==> src/rtl/assert_macros.svh <==
// ----------------------------------------------------------------------------
// assert_macros.svh
// Concurrent assertion wrappers; NO_ASSERTIONS compiles them away.
// ----------------------------------------------------------------------------
`ifndef ASSERT_MACROS_SVH
`define ASSERT_MACROS_SVH

`ifndef NO_ASSERTIONS

// clocked check, off while reset is held
`define ASSERT_CLK(lbl, clk, rstn, prop, msg) \
  lbl: assert property (@(posedge clk) disable iff (!rstn) prop) else $error(msg);

// clocked check, also active during reset
`define ASSERT_ALWAYS(lbl, clk, prop, msg) \
  lbl: assert property (@(posedge clk) prop) else $error(msg);

`else

`define ASSERT_CLK(lbl, clk, rstn, prop, msg)
`define ASSERT_ALWAYS(lbl, clk, prop, msg)

`endif

`endif

==> src/rtl/cbpg_pkg.sv <==
// ----------------------------------------------------------------------------
// cbpg_pkg
// Widths and types shared by the Bezier point generator and its channels.
// ----------------------------------------------------------------------------
package cbpg_pkg;

  localparam int COORD_W    = 16;  // Q12.4 coordinate
  localparam int CNT_W      = 6;   // segment count
  localparam int Q_FRAC     = 16;  // Q0.16 parameter t
  localparam int T_W        = 16;
  localparam int COEF_W     = 21;  // power basis coefficients
  localparam int PROD_W     = 38;  // coef x t product
  localparam int ACC_W      = 40;  // curve sum, units of 2^-20
  localparam int QUO_W      = Q_FRAC + 1;
  localparam int DIV_CNT_W  = 5;

  localparam logic [COORD_W-1:0] COORD_MAX = 16'h7FFF;
  localparam logic [COORD_W-1:0] COORD_MIN = 16'h8000;

  typedef logic signed [COORD_W-1:0] coord_t;
  typedef logic        [CNT_W-1:0]   cnt_t;
  typedef logic        [T_W-1:0]     tfrac_t;
  typedef logic signed [COEF_W-1:0]  coef_t;
  typedef logic signed [PROD_W-1:0]  prod_t;
  typedef logic signed [ACC_W-1:0]   acc_t;

endpackage

==> src/rtl/cbpg_in_if.sv <==
// ----------------------------------------------------------------------------
// cbpg_in_if
// Curve word channel: four control points and a segment count.
// ----------------------------------------------------------------------------
interface cbpg_in_if import cbpg_pkg::*; ();

  logic   valid;
  logic   ready;
  coord_t start_x;
  coord_t start_y;
  coord_t end_x;
  coord_t end_y;
  coord_t ctrl_one_x;
  coord_t ctrl_one_y;
  coord_t ctrl_two_x;
  coord_t ctrl_two_y;
  cnt_t   segment_count;

  modport source (
    output valid, start_x, start_y, end_x, end_y,
           ctrl_one_x, ctrl_one_y, ctrl_two_x, ctrl_two_y, segment_count,
    input  ready
  );

  modport sink (
    input  valid, start_x, start_y, end_x, end_y,
           ctrl_one_x, ctrl_one_y, ctrl_two_x, ctrl_two_y, segment_count,
    output ready
  );

endinterface

==> src/rtl/cbpg_out_if.sv <==
// ----------------------------------------------------------------------------
// cbpg_out_if
// Point word channel: one curve point and an end-of-run flag.
// ----------------------------------------------------------------------------
interface cbpg_out_if import cbpg_pkg::*; ();

  logic   valid;
  logic   ready;
  coord_t point_x;
  coord_t point_y;
  logic   last_point;

  modport source (
    output valid, point_x, point_y, last_point,
    input  ready
  );

  modport sink (
    input  valid, point_x, point_y, last_point,
    output ready
  );

endinterface

==> src/rtl/cubic_bezier_point_generator.sv <==
// ----------------------------------------------------------------------------
// cubic_bezier_point_generator
// Cubic Bezier curve evaluation on one shared multiplier.
// ----------------------------------------------------------------------------
// One curve word yields N+1 point words (N = segment_count, clipped to
// MAX_SEGMENTS): the start point, N-1 interior points at t = i/N evaluated
// in power basis with Q0.16 t and rounded, saturated Q12.4 output, then the
// end point flagged with last_point. N = 0 yields nothing. The step 1/N is
// found once per curve by a shift-subtract divider; each interior point is
// then built from eight multiplies (t^2, t^3 and three per axis), each
// passing through the S_MUL and S_ACC states, on a single 21x17 multiplier.
// A curve holds the input channel from acceptance until its end point is
// loaded into the output register; the input is taken again while the end
// point still waits in the output register.
// ----------------------------------------------------------------------------
module cubic_bezier_point_generator import cbpg_pkg::*; #(
  parameter int MAX_SEGMENTS = 63
) (
  input  logic clk,
  input  logic rst_n,
  cbpg_in_if.sink    in_bus,
  cbpg_out_if.source out_bus
);

  `include "assert_macros.svh"

  localparam cnt_t MAX_CNT = CNT_W'(MAX_SEGMENTS);
  localparam int   HALF    = 1 << (Q_FRAC - 1);

  localparam logic [2:0] S_IDLE  = 3'd0;
  localparam logic [2:0] S_START = 3'd1;
  localparam logic [2:0] S_DIV   = 3'd2;
  localparam logic [2:0] S_STEP  = 3'd3;
  localparam logic [2:0] S_MUL   = 3'd4;
  localparam logic [2:0] S_ACC   = 3'd5;
  localparam logic [2:0] S_EMIT  = 3'd6;
  localparam logic [2:0] S_END   = 3'd7;

  localparam logic [2:0] OP_TT = 3'd0;
  localparam logic [2:0] OP_T3 = 3'd1;
  localparam logic [2:0] OP_AX = 3'd2;
  localparam logic [2:0] OP_BX = 3'd3;
  localparam logic [2:0] OP_CX = 3'd4;
  localparam logic [2:0] OP_AY = 3'd5;
  localparam logic [2:0] OP_BY = 3'd6;
  localparam logic [2:0] OP_CY = 3'd7;

  function automatic coef_t coef_a(coord_t p0, coord_t p1, coord_t p2, coord_t p3);
    coef_t d;
    d = COEF_W'(p1) - COEF_W'(p2);
    return COEF_W'(p3) + d + (d <<< 1) - COEF_W'(p0);
  endfunction

  function automatic coef_t coef_b(coord_t p0, coord_t p1, coord_t p2);
    coef_t e;
    e = COEF_W'(p0) - (COEF_W'(p1) <<< 1) + COEF_W'(p2);
    return e + (e <<< 1);
  endfunction

  function automatic coef_t coef_c(coord_t p0, coord_t p1);
    coef_t d;
    d = COEF_W'(p1) - COEF_W'(p0);
    return d + (d <<< 1);
  endfunction

  function automatic coord_t round_sat(acc_t v);
    acc_t s;
    acc_t sh;
    s  = v + ACC_W'(HALF);
    sh = s >>> Q_FRAC;
    if (&sh[ACC_W-1:COORD_W-1] || ~|sh[ACC_W-1:COORD_W-1]) begin
      return sh[COORD_W-1:0];
    end
    return sh[ACC_W-1] ? COORD_MIN : COORD_MAX;
  endfunction

  logic [2:0]           state_r, state_nxt;
  coord_t               p0x_r, p0y_r, p3x_r, p3y_r;
  coef_t                ax_r, bx_r, cx_r, ay_r, by_r, cy_r;
  cnt_t                 n_r, i_r, frac_r, r0_r, rem_r;
  logic [QUO_W-1:0]     quo_r;
  logic [DIV_CNT_W-1:0] div_cnt_r;
  tfrac_t               t_r, t2_r, t3_r;
  logic [2:0]           op_r;
  prod_t                prod_r;
  acc_t                 acc_r;
  coord_t               rx_r, ry_r;
  logic                 out_valid_r;
  coord_t               out_x_r, out_y_r;
  logic                 out_last_r;

  logic             in_acc, out_free;
  cnt_t             seg_sat;
  logic [CNT_W:0]   rem_sh, fsum;
  logic             div_ge, fge;
  cnt_t             rem_new, frac_new;
  tfrac_t           t_new, t_rnd;
  logic [2*T_W:0]   tq;
  coef_t            mul_a;
  tfrac_t           mul_b;
  prod_t            prod_nxt;
  acc_t             acc_base, acc_sum;

  assign in_bus.ready = (state_r == S_IDLE);
  assign in_acc       = in_bus.valid && in_bus.ready;
  assign out_free     = !out_valid_r || out_bus.ready;
  assign seg_sat      = (in_bus.segment_count > MAX_CNT) ? MAX_CNT : in_bus.segment_count;

  // reciprocal step 2^16 / N, one quotient bit per cycle
  assign rem_sh  = {rem_r, (div_cnt_r == DIV_CNT_W'(Q_FRAC))};
  assign div_ge  = rem_sh >= {1'b0, n_r};
  assign rem_new = div_ge ? CNT_W'(rem_sh - {1'b0, n_r}) : rem_sh[CNT_W-1:0];

  // t advance with remainder carry
  assign fsum     = {1'b0, frac_r} + {1'b0, r0_r};
  assign fge      = fsum >= {1'b0, n_r};
  assign frac_new = fge ? CNT_W'(fsum - {1'b0, n_r}) : fsum[CNT_W-1:0];
  assign t_new    = T_W'(t_r + quo_r[T_W-1:0] + T_W'(fge));

  always_comb begin
    mul_a = ax_r;
    mul_b = t3_r;
    unique case (op_r)
      OP_TT: begin
        mul_a = COEF_W'({1'b0, t_r});
        mul_b = t_r;
      end
      OP_T3: begin
        mul_a = COEF_W'({1'b0, t2_r});
        mul_b = t_r;
      end
      OP_AX: begin
        mul_a = ax_r;
        mul_b = t3_r;
      end
      OP_BX: begin
        mul_a = bx_r;
        mul_b = t2_r;
      end
      OP_CX: begin
        mul_a = cx_r;
        mul_b = t_r;
      end
      OP_AY: begin
        mul_a = ay_r;
        mul_b = t3_r;
      end
      OP_BY: begin
        mul_a = by_r;
        mul_b = t2_r;
      end
      OP_CY: begin
        mul_a = cy_r;
        mul_b = t_r;
      end
      default: begin
        mul_a = ax_r;
        mul_b = t3_r;
      end
    endcase
  end

  assign prod_nxt = PROD_W'(mul_a) * PROD_W'($signed({1'b0, mul_b}));

  assign tq    = prod_r[2*T_W:0] + (2*T_W+1)'(HALF);
  assign t_rnd = tq[2*T_W-1:T_W];

  assign acc_base = (op_r == OP_AX) ? (ACC_W'(p0x_r) <<< Q_FRAC) :
                    (op_r == OP_AY) ? (ACC_W'(p0y_r) <<< Q_FRAC) : acc_r;
  assign acc_sum  = acc_base + ACC_W'(prod_r);

  always_comb begin
    state_nxt = state_r;
    unique case (state_r)
      S_IDLE:  if (in_acc && seg_sat != '0) state_nxt = S_START;
      S_START: if (out_free) state_nxt = (n_r == CNT_W'(1)) ? S_END : S_DIV;
      S_DIV:   if (div_cnt_r == '0) state_nxt = S_STEP;
      S_STEP:  state_nxt = S_MUL;
      S_MUL:   state_nxt = S_ACC;
      S_ACC:   state_nxt = (op_r == OP_CY) ? S_EMIT : S_MUL;
      S_EMIT:  if (out_free) state_nxt = (i_r == n_r - CNT_W'(1)) ? S_END : S_STEP;
      S_END:   if (out_free) state_nxt = S_IDLE;
      default: state_nxt = S_IDLE;
    endcase
  end

  always_ff @(posedge clk) begin
    if (!rst_n) begin
      state_r <= S_IDLE;
    end else begin
      state_r <= state_nxt;
    end
  end

  always_ff @(posedge clk) begin
    if (in_acc) begin
      p0x_r <= in_bus.start_x;
      p0y_r <= in_bus.start_y;
      p3x_r <= in_bus.end_x;
      p3y_r <= in_bus.end_y;
      ax_r  <= coef_a(in_bus.start_x, in_bus.ctrl_one_x, in_bus.ctrl_two_x, in_bus.end_x);
      ay_r  <= coef_a(in_bus.start_y, in_bus.ctrl_one_y, in_bus.ctrl_two_y, in_bus.end_y);
      bx_r  <= coef_b(in_bus.start_x, in_bus.ctrl_one_x, in_bus.ctrl_two_x);
      by_r  <= coef_b(in_bus.start_y, in_bus.ctrl_one_y, in_bus.ctrl_two_y);
      cx_r  <= coef_c(in_bus.start_x, in_bus.ctrl_one_x);
      cy_r  <= coef_c(in_bus.start_y, in_bus.ctrl_one_y);
      n_r   <= seg_sat;
    end
    unique case (state_r)
      S_START: begin
        rem_r     <= '0;
        quo_r     <= '0;
        div_cnt_r <= DIV_CNT_W'(Q_FRAC);
        i_r       <= CNT_W'(1);
      end
      S_DIV: begin
        rem_r     <= rem_new;
        quo_r     <= {quo_r[QUO_W-2:0], div_ge};
        div_cnt_r <= div_cnt_r - DIV_CNT_W'(1);
        if (div_cnt_r == '0) begin
          r0_r   <= rem_new;
          t_r    <= '0;
          frac_r <= n_r >> 1;
        end
      end
      S_STEP: begin
        t_r    <= t_new;
        frac_r <= frac_new;
        op_r   <= OP_TT;
      end
      S_MUL: begin
        prod_r <= prod_nxt;
      end
      S_ACC: begin
        case (op_r)
          OP_TT:   t2_r <= t_rnd;
          OP_T3:   t3_r <= t_rnd;
          default: acc_r <= acc_sum;
        endcase
        if (op_r == OP_CX) rx_r <= round_sat(acc_sum);
        if (op_r == OP_CY) ry_r <= round_sat(acc_sum);
        op_r <= op_r + 3'd1;
      end
      S_EMIT: begin
        if (out_free) i_r <= i_r + CNT_W'(1);
      end
      default: begin
      end
    endcase
  end

  // output register
  always_ff @(posedge clk) begin
    if (!rst_n) begin
      out_valid_r <= 1'b0;
    end else if (out_free && (state_r == S_START || state_r == S_EMIT ||
                              state_r == S_END)) begin
      out_valid_r <= 1'b1;
    end else if (out_bus.ready) begin
      out_valid_r <= 1'b0;
    end
  end

  always_ff @(posedge clk) begin
    if (out_free) begin
      unique case (state_r)
        S_START: begin
          out_x_r    <= p0x_r;
          out_y_r    <= p0y_r;
          out_last_r <= 1'b0;
        end
        S_EMIT: begin
          out_x_r    <= rx_r;
          out_y_r    <= ry_r;
          out_last_r <= 1'b0;
        end
        S_END: begin
          out_x_r    <= p3x_r;
          out_y_r    <= p3y_r;
          out_last_r <= 1'b1;
        end
        default: begin
        end
      endcase
    end
  end

  assign out_bus.valid      = out_valid_r;
  assign out_bus.point_x    = out_x_r;
  assign out_bus.point_y    = out_y_r;
  assign out_bus.last_point = out_last_r;

  `ASSERT_CLK(a_end_flags_last, clk, rst_n, (state_r == S_END && out_free) |=> (state_r == S_IDLE && out_valid_r && out_last_r), "end point not flagged as last word")
  `ASSERT_CLK(a_frac_in_range, clk, rst_n, (state_r == S_STEP) |-> (frac_r < n_r), "t remainder out of range")
  `ASSERT_CLK(a_zero_count_idle, clk, rst_n, (in_acc && in_bus.segment_count == '0) |=> (state_r == S_IDLE), "zero segment count left idle")
  `ASSERT_ALWAYS(a_reset_clears, clk, !rst_n |=> (!out_valid_r && state_r == S_IDLE), "reset did not clear control state")

endmodule

==> src/flat_wrapper.sv <==
// flat-port wrapper written by rule: the top's interface ports become plain ports
module cubic_bezier_point_generator_flat import cbpg_pkg::*;
#(
  parameter int MAX_SEGMENTS = 63
)
  (clk, rst_n, in_bus_valid, in_bus_start_x, in_bus_start_y, in_bus_end_x, in_bus_end_y, in_bus_ctrl_one_x, in_bus_ctrl_one_y, in_bus_ctrl_two_x, in_bus_ctrl_two_y, in_bus_segment_count, in_bus_ready, out_bus_valid, out_bus_point_x, out_bus_point_y, out_bus_last_point, out_bus_ready);
  cbpg_in_if in_bus_i ();
  cbpg_out_if out_bus_i ();
  input  logic clk;
  input  logic rst_n;
  input wire logic [$bits(in_bus_i.valid)-1:0] in_bus_valid;
  input wire logic [$bits(in_bus_i.start_x)-1:0] in_bus_start_x;
  input wire logic [$bits(in_bus_i.start_y)-1:0] in_bus_start_y;
  input wire logic [$bits(in_bus_i.end_x)-1:0] in_bus_end_x;
  input wire logic [$bits(in_bus_i.end_y)-1:0] in_bus_end_y;
  input wire logic [$bits(in_bus_i.ctrl_one_x)-1:0] in_bus_ctrl_one_x;
  input wire logic [$bits(in_bus_i.ctrl_one_y)-1:0] in_bus_ctrl_one_y;
  input wire logic [$bits(in_bus_i.ctrl_two_x)-1:0] in_bus_ctrl_two_x;
  input wire logic [$bits(in_bus_i.ctrl_two_y)-1:0] in_bus_ctrl_two_y;
  input wire logic [$bits(in_bus_i.segment_count)-1:0] in_bus_segment_count;
  output wire logic [$bits(in_bus_i.ready)-1:0] in_bus_ready;
  output wire logic [$bits(out_bus_i.valid)-1:0] out_bus_valid;
  output wire logic [$bits(out_bus_i.point_x)-1:0] out_bus_point_x;
  output wire logic [$bits(out_bus_i.point_y)-1:0] out_bus_point_y;
  output wire logic [$bits(out_bus_i.last_point)-1:0] out_bus_last_point;
  input wire logic [$bits(out_bus_i.ready)-1:0] out_bus_ready;
  assign in_bus_i.valid = in_bus_valid;
  assign in_bus_i.start_x = in_bus_start_x;
  assign in_bus_i.start_y = in_bus_start_y;
  assign in_bus_i.end_x = in_bus_end_x;
  assign in_bus_i.end_y = in_bus_end_y;
  assign in_bus_i.ctrl_one_x = in_bus_ctrl_one_x;
  assign in_bus_i.ctrl_one_y = in_bus_ctrl_one_y;
  assign in_bus_i.ctrl_two_x = in_bus_ctrl_two_x;
  assign in_bus_i.ctrl_two_y = in_bus_ctrl_two_y;
  assign in_bus_i.segment_count = in_bus_segment_count;
  assign in_bus_ready = in_bus_i.ready;
  assign out_bus_valid = out_bus_i.valid;
  assign out_bus_point_x = out_bus_i.point_x;
  assign out_bus_point_y = out_bus_i.point_y;
  assign out_bus_last_point = out_bus_i.last_point;
  assign out_bus_i.ready = out_bus_ready;
  cubic_bezier_point_generator #(.MAX_SEGMENTS(MAX_SEGMENTS)) u_core (.clk(clk), .rst_n(rst_n), .in_bus(in_bus_i), .out_bus(out_bus_i));
endmodule
==> config.mk <==
export PLATFORM = sky130hd
export DESIGN_NAME = cubic_bezier_point_generator_flat
export DESIGN_NICKNAME = d
export VERILOG_FILES = /design/src/rtl/cbpg_pkg.sv /design/src/rtl/cbpg_in_if.sv /design/src/rtl/cbpg_out_if.sv /design/src/rtl/cubic_bezier_point_generator.sv /design/src/flat_wrapper.sv
export VERILOG_INCLUDE_DIRS = /design/src /design/src/rtl
export SDC_FILE = /design/constraint.sdc
export NUM_CORES = 2
export LEC_CHECK = 0
export ABC_AREA = 1
export BUFFER_PORTS_ARGS = -buffer_cell sky130_fd_sc_hd__buf_2
export CAP_MARGIN = 20
export CORE_ASPECT_RATIO = 1.1
export CORE_MARGIN = 2
export CORE_UTILIZATION = 40
export DETAILED_ROUTE_END_ITERATION = 7
export HOLD_SLACK_MARGIN = 0.15
export PLACE_DENSITY = 0.63
export SKIP_LAST_GASP = 1
export SYNTH_ARGS = -nofsm -noshare
export SYNTH_HDL_FRONTEND = slang
export SYNTH_SLANG_ARGS = --single-unit
==> constraint.sdc <==
create_clock -name clk -period 10.3 [get_ports clk]
set_input_delay 0.515 -clock clk [delete_from_list [all_inputs] [get_ports clk]]
set_output_delay 0.515 -clock clk [all_outputs]
set_load 0.01 [all_outputs]
==> flow_metrics.py <==
metrics = {
    "run_status": {
        "status": "finished clean",
    },
    "worst_setup_path": {
        "path_delay_family": "adder cells",
        "timing.critical_path.mode_cell": "inv_1",
        "cp.required_ns": 10.66,
        "end_kind": "flip-flop",
        "critPathSlowestCell": "a21oi_1",
        "cpPeakStageDelay_ns": 0.82,
        "arrival_ns": 9.78,
        "cp_num_buf_inv": 8,
        "start_kind": "flip-flop",
        "crit_type": "flip-flop to flip-flop",
        "cp_num_cells": 29,
        "crit_fanout": 22,
        "r2r_cells": 29,
    },
    "synthesis": {
        "synth_adder_area_share_pct": 29.66,
        "netlist_area_sq_um": 45860,
        "yosys-mux-area-fraction_pct": 0,
        "synthArstFlopShare_pct": 0,
        "syn_area_per_cell_sq_um": 8.553,
        "yosysSeqAreaShare_pct": 28.40,
        "synth-simple-area-share_pct": 15.58,
        "synth_compound_area_share_pct": 9.688,
        "synth_nets": 6337,
        "synth_edf_count": 431,
        "synth_top_family_by_area": "adder cells",
        "synth_cells": 5362,
        "dominantRegCellSynth": "edfxtp_1",
        "synth_xor_area_share_pct": 6.259,
        "synth-seq-cells": 435,
        "synth_cell_types": 58,
        "synth_warnings": 0,
    },
    "die": {
        "start_util_pct": 40.22,
        "core.rowCount": 130,
        "core_sq_um": 114000,
        "die_x_microns": 326.8,
        "die_h_microns": 359.1,
        "io-pin-count": 173,
        "die_area_sq_um": 117400,
    },
    "clocking": {
        "clkTransAtPathRegs_ns": 0.06,
        "cts_post_setup_buffers_inserted": 0,
        "clockRootBuffer": "clkbuf_16",
        "clock_path_buffers": 3,
        "ctsHtreeMaxLevel": 2,
        "cts.sinks": 435,
        "ctsResizeCount": 0,
        "worstSkewPairLatency_ns": 0.64,
        "cts_buffers": 50,
        "cts_tree": "yes",
    },
    "min_path": {
        "hold_path.class": "input port to flip-flop",
        "min_path_cells": 1,
    },
    "sta": {
        "drv_slew": 0,
        "slew_headroom_pct": 29.85,
        "fmax_mhz": 106.2,
        "timing.final.crit_share_pct": 91.39,
        "finalHoldViolations": 0,
        "worstMarginPinSlew_ns": 1.052,
        "fin_crit_ns": 9.413,
        "setup_viol": 0,
        "skew_ns": 0.04300,
        "rsz0062_at_grt": "false",
        "tns_ns": 0,
    },
    "drt": {
        "drc": 0,
        "via_per_inst": 5.101,
        "drt_pass1_iterations": 5,
        "ant_nets": 0,
        "wl_microns": 139700,
        "num_vias": 36620,
        "drtIter0Drc": 2790,
        "wl_per_cell_microns": 19.46,
    },
    "placed_design": {
        "place_area_sq_um": 48830,
        "place.gp.congestion": 0.9765,
        "hpwl_microns": 117600,
        "io_buffers": 172,
    },
    "global_route": {
        "grt_util_all_layers_pct": 23.67,
        "grt_pass1_vias": 36740,
        "grt_max_degree": 127,
        "antenna_found_initial": 9,
        "grt_pass1_wl_microns": 212700,
        "grt-ovfl-total": 0,
    },
    "cells_and_area": {
        "drive_above_1_share_pct": 7.032,
        "n_antenna_cell": 0,
        "final_nets": 6595,
        "area_delta_synth_final_pct": 11.60,
        "final_area_sq_um": 51180,
    },
    "job": {
        "drv_cap": 0,
    },
}
registers in the layout, summed over array words and instances, names as in the netlist, 16 cells and up:
name / cells
u_core.acc_r: 40
u_core.prod_r: 38
u_core.ax_r: 21
u_core.ay_r: 21
u_core.bx_r: 21
u_core.by_r: 21
u_core.cx_r: 19
u_core.cy_r: 19
u_core.out_bus.point_x: 16
u_core.out_bus.point_y: 16
u_core.p0x_r: 16
u_core.p0y_r: 16
u_core.p3x_r: 16
u_core.p3y_r: 16
u_core.quo_r: 16
u_core.rx_r: 16
u_core.ry_r: 16
u_core.t2_r: 16
u_core.t3_r: 16
u_core.t_r: 16
metrics by stage:
| step | setup slack [ns] | instances | utilization, % | hold slack, ns |
|---|---|---|---|---|
| 4_1_cts | 0.8908 | 7178 | 44.89 | 0.1624 |
| 6_report | 0.8871 | 7178 | 44.89 | 0.2004 |
| 2_1_floorplan | 2.919 | 5362 | - | 0.4783 |
| 3_3_place_gp | 1.080 | 7025 | 42.81 | 0.5000 |
| 3_5_place_dp | 0.8953 | 7026 | 42.82 | 0.5091 |
| 5_1_grt | 0.2038 | 7178 | 44.89 | 0.1722 |
worst register-to-register path: cells and delay by family (launching register included):
| kind | cells | cell delay (ns) |
|---|---|---|
| flops | 1 | 0.43 |
| xor+xnor | 1 | 0.17 |
| compound gates | 9 | 2.77 |
| simple gates | 3 | 0.41 |
| buf+inv | 8 | 1.84 |
| fa+ha+maj | 8 | 3.51 |
per-layer routing:
metal  share of wire (%)  GRT usage (%)
met5               0.034              0
met4                 4.8          10.12
met3                 5.4          2.433
met2                  48          40.76
met1                  42          30.15
placed cells by master, fill, tap and decap left out, drive strengths merged, types with 28 or more instances in the layout:
master          n
inv          1174
nand2        1041
nor2          444
edfxtp        431
ha            420
fa            417
a21oi         324
buf           227
xor2          224
o21ai         180
nand3         154
xnor2         102
dlygate4sd3    60
clkbuf         56
nor3           44
o211ai         39
a221oi         35
clkinv         35
o21bai         28
logic make-up (layout without fill, tap and decap cells):
group,after synthesis,count (layout)
AO/OA/AOI/OAI,754,754
buffers and inverters,1268,1566
AND/OR/NAND/NOR,1742,1742
adder cells (fa/ha/maj),837,837
XOR/XNOR,326,326
flip-flops,435,435
area by class of cell:
type	instances	area, sq um
clock buffers	56	1274
clock inverters	36	478.0
fillers	11070	62840
inverters	1187	4456
multi-input cells	3659	28160
flip-flops and latches	435	13020
well taps	1518	1899
repair buffers	287	1891
path summary, 6_finish.rpt:
path	startpoint	end	slack, ns
setup / recovery	u_core.op_r[0]	u_core.prod_r[35]	0.89
hold reg to reg	u_core.state_r[1]	u_core.state_r[1]	0.51
hold / removal	in_bus_end_x[5]	u_core.p3x_r[5]	0.20
setup reg to reg	u_core.op_r[0]	u_core.prod_r[35]	0.89
repair_timing:
item,CTS,global route
hold buffers,60,0
hold endpoints to repair,61,0
endpoints found under the setup margin,0,0
Yosys cell counts (4+ instances only):
master,count,share of area (%)
o21a_1,12,0.20
o21ai_0,166,1.8
dfxtp_1,4,0.17
inv_2,5,0.041
nor3_1,44,0.48
inv_1,1165,9.5
buf_1,5,0.041
o21ai_1,14,0.15
or2_2,8,0.11
nand4_1,27,0.37
a21o_1,15,0.25
a22o_1,23,0.44
nor2_2,21,0.29
and3_1,4,0.055
nor2_1,421,3.4
nand2_1,1013,8.3
fa_1,417,18
o21bai_1,28,0.46
nand3_1,144,1.6
clkbuf_1,73,0.60
a21boi_0,27,0.44
xnor2_1,101,1.9
a211oi_1,12,0.20
nand2_2,27,0.37
and2_1,5,0.068
a221oi_1,35,0.67
o31ai_1,8,0.13
a21oi_1,324,3.5
a31oi_1,21,0.29
nand3_2,10,0.22
o22ai_1,16,0.22
edfxtp_1,431,28
clkinv_1,17,0.14
o211ai_1,39,0.64
nor4_1,5,0.068
xor2_1,223,4.3
ha_1,420,11
Power is left out: the tool's default activity adds up to more than one toggle a clock period on the data nets, which glitch-free logic cannot reach.
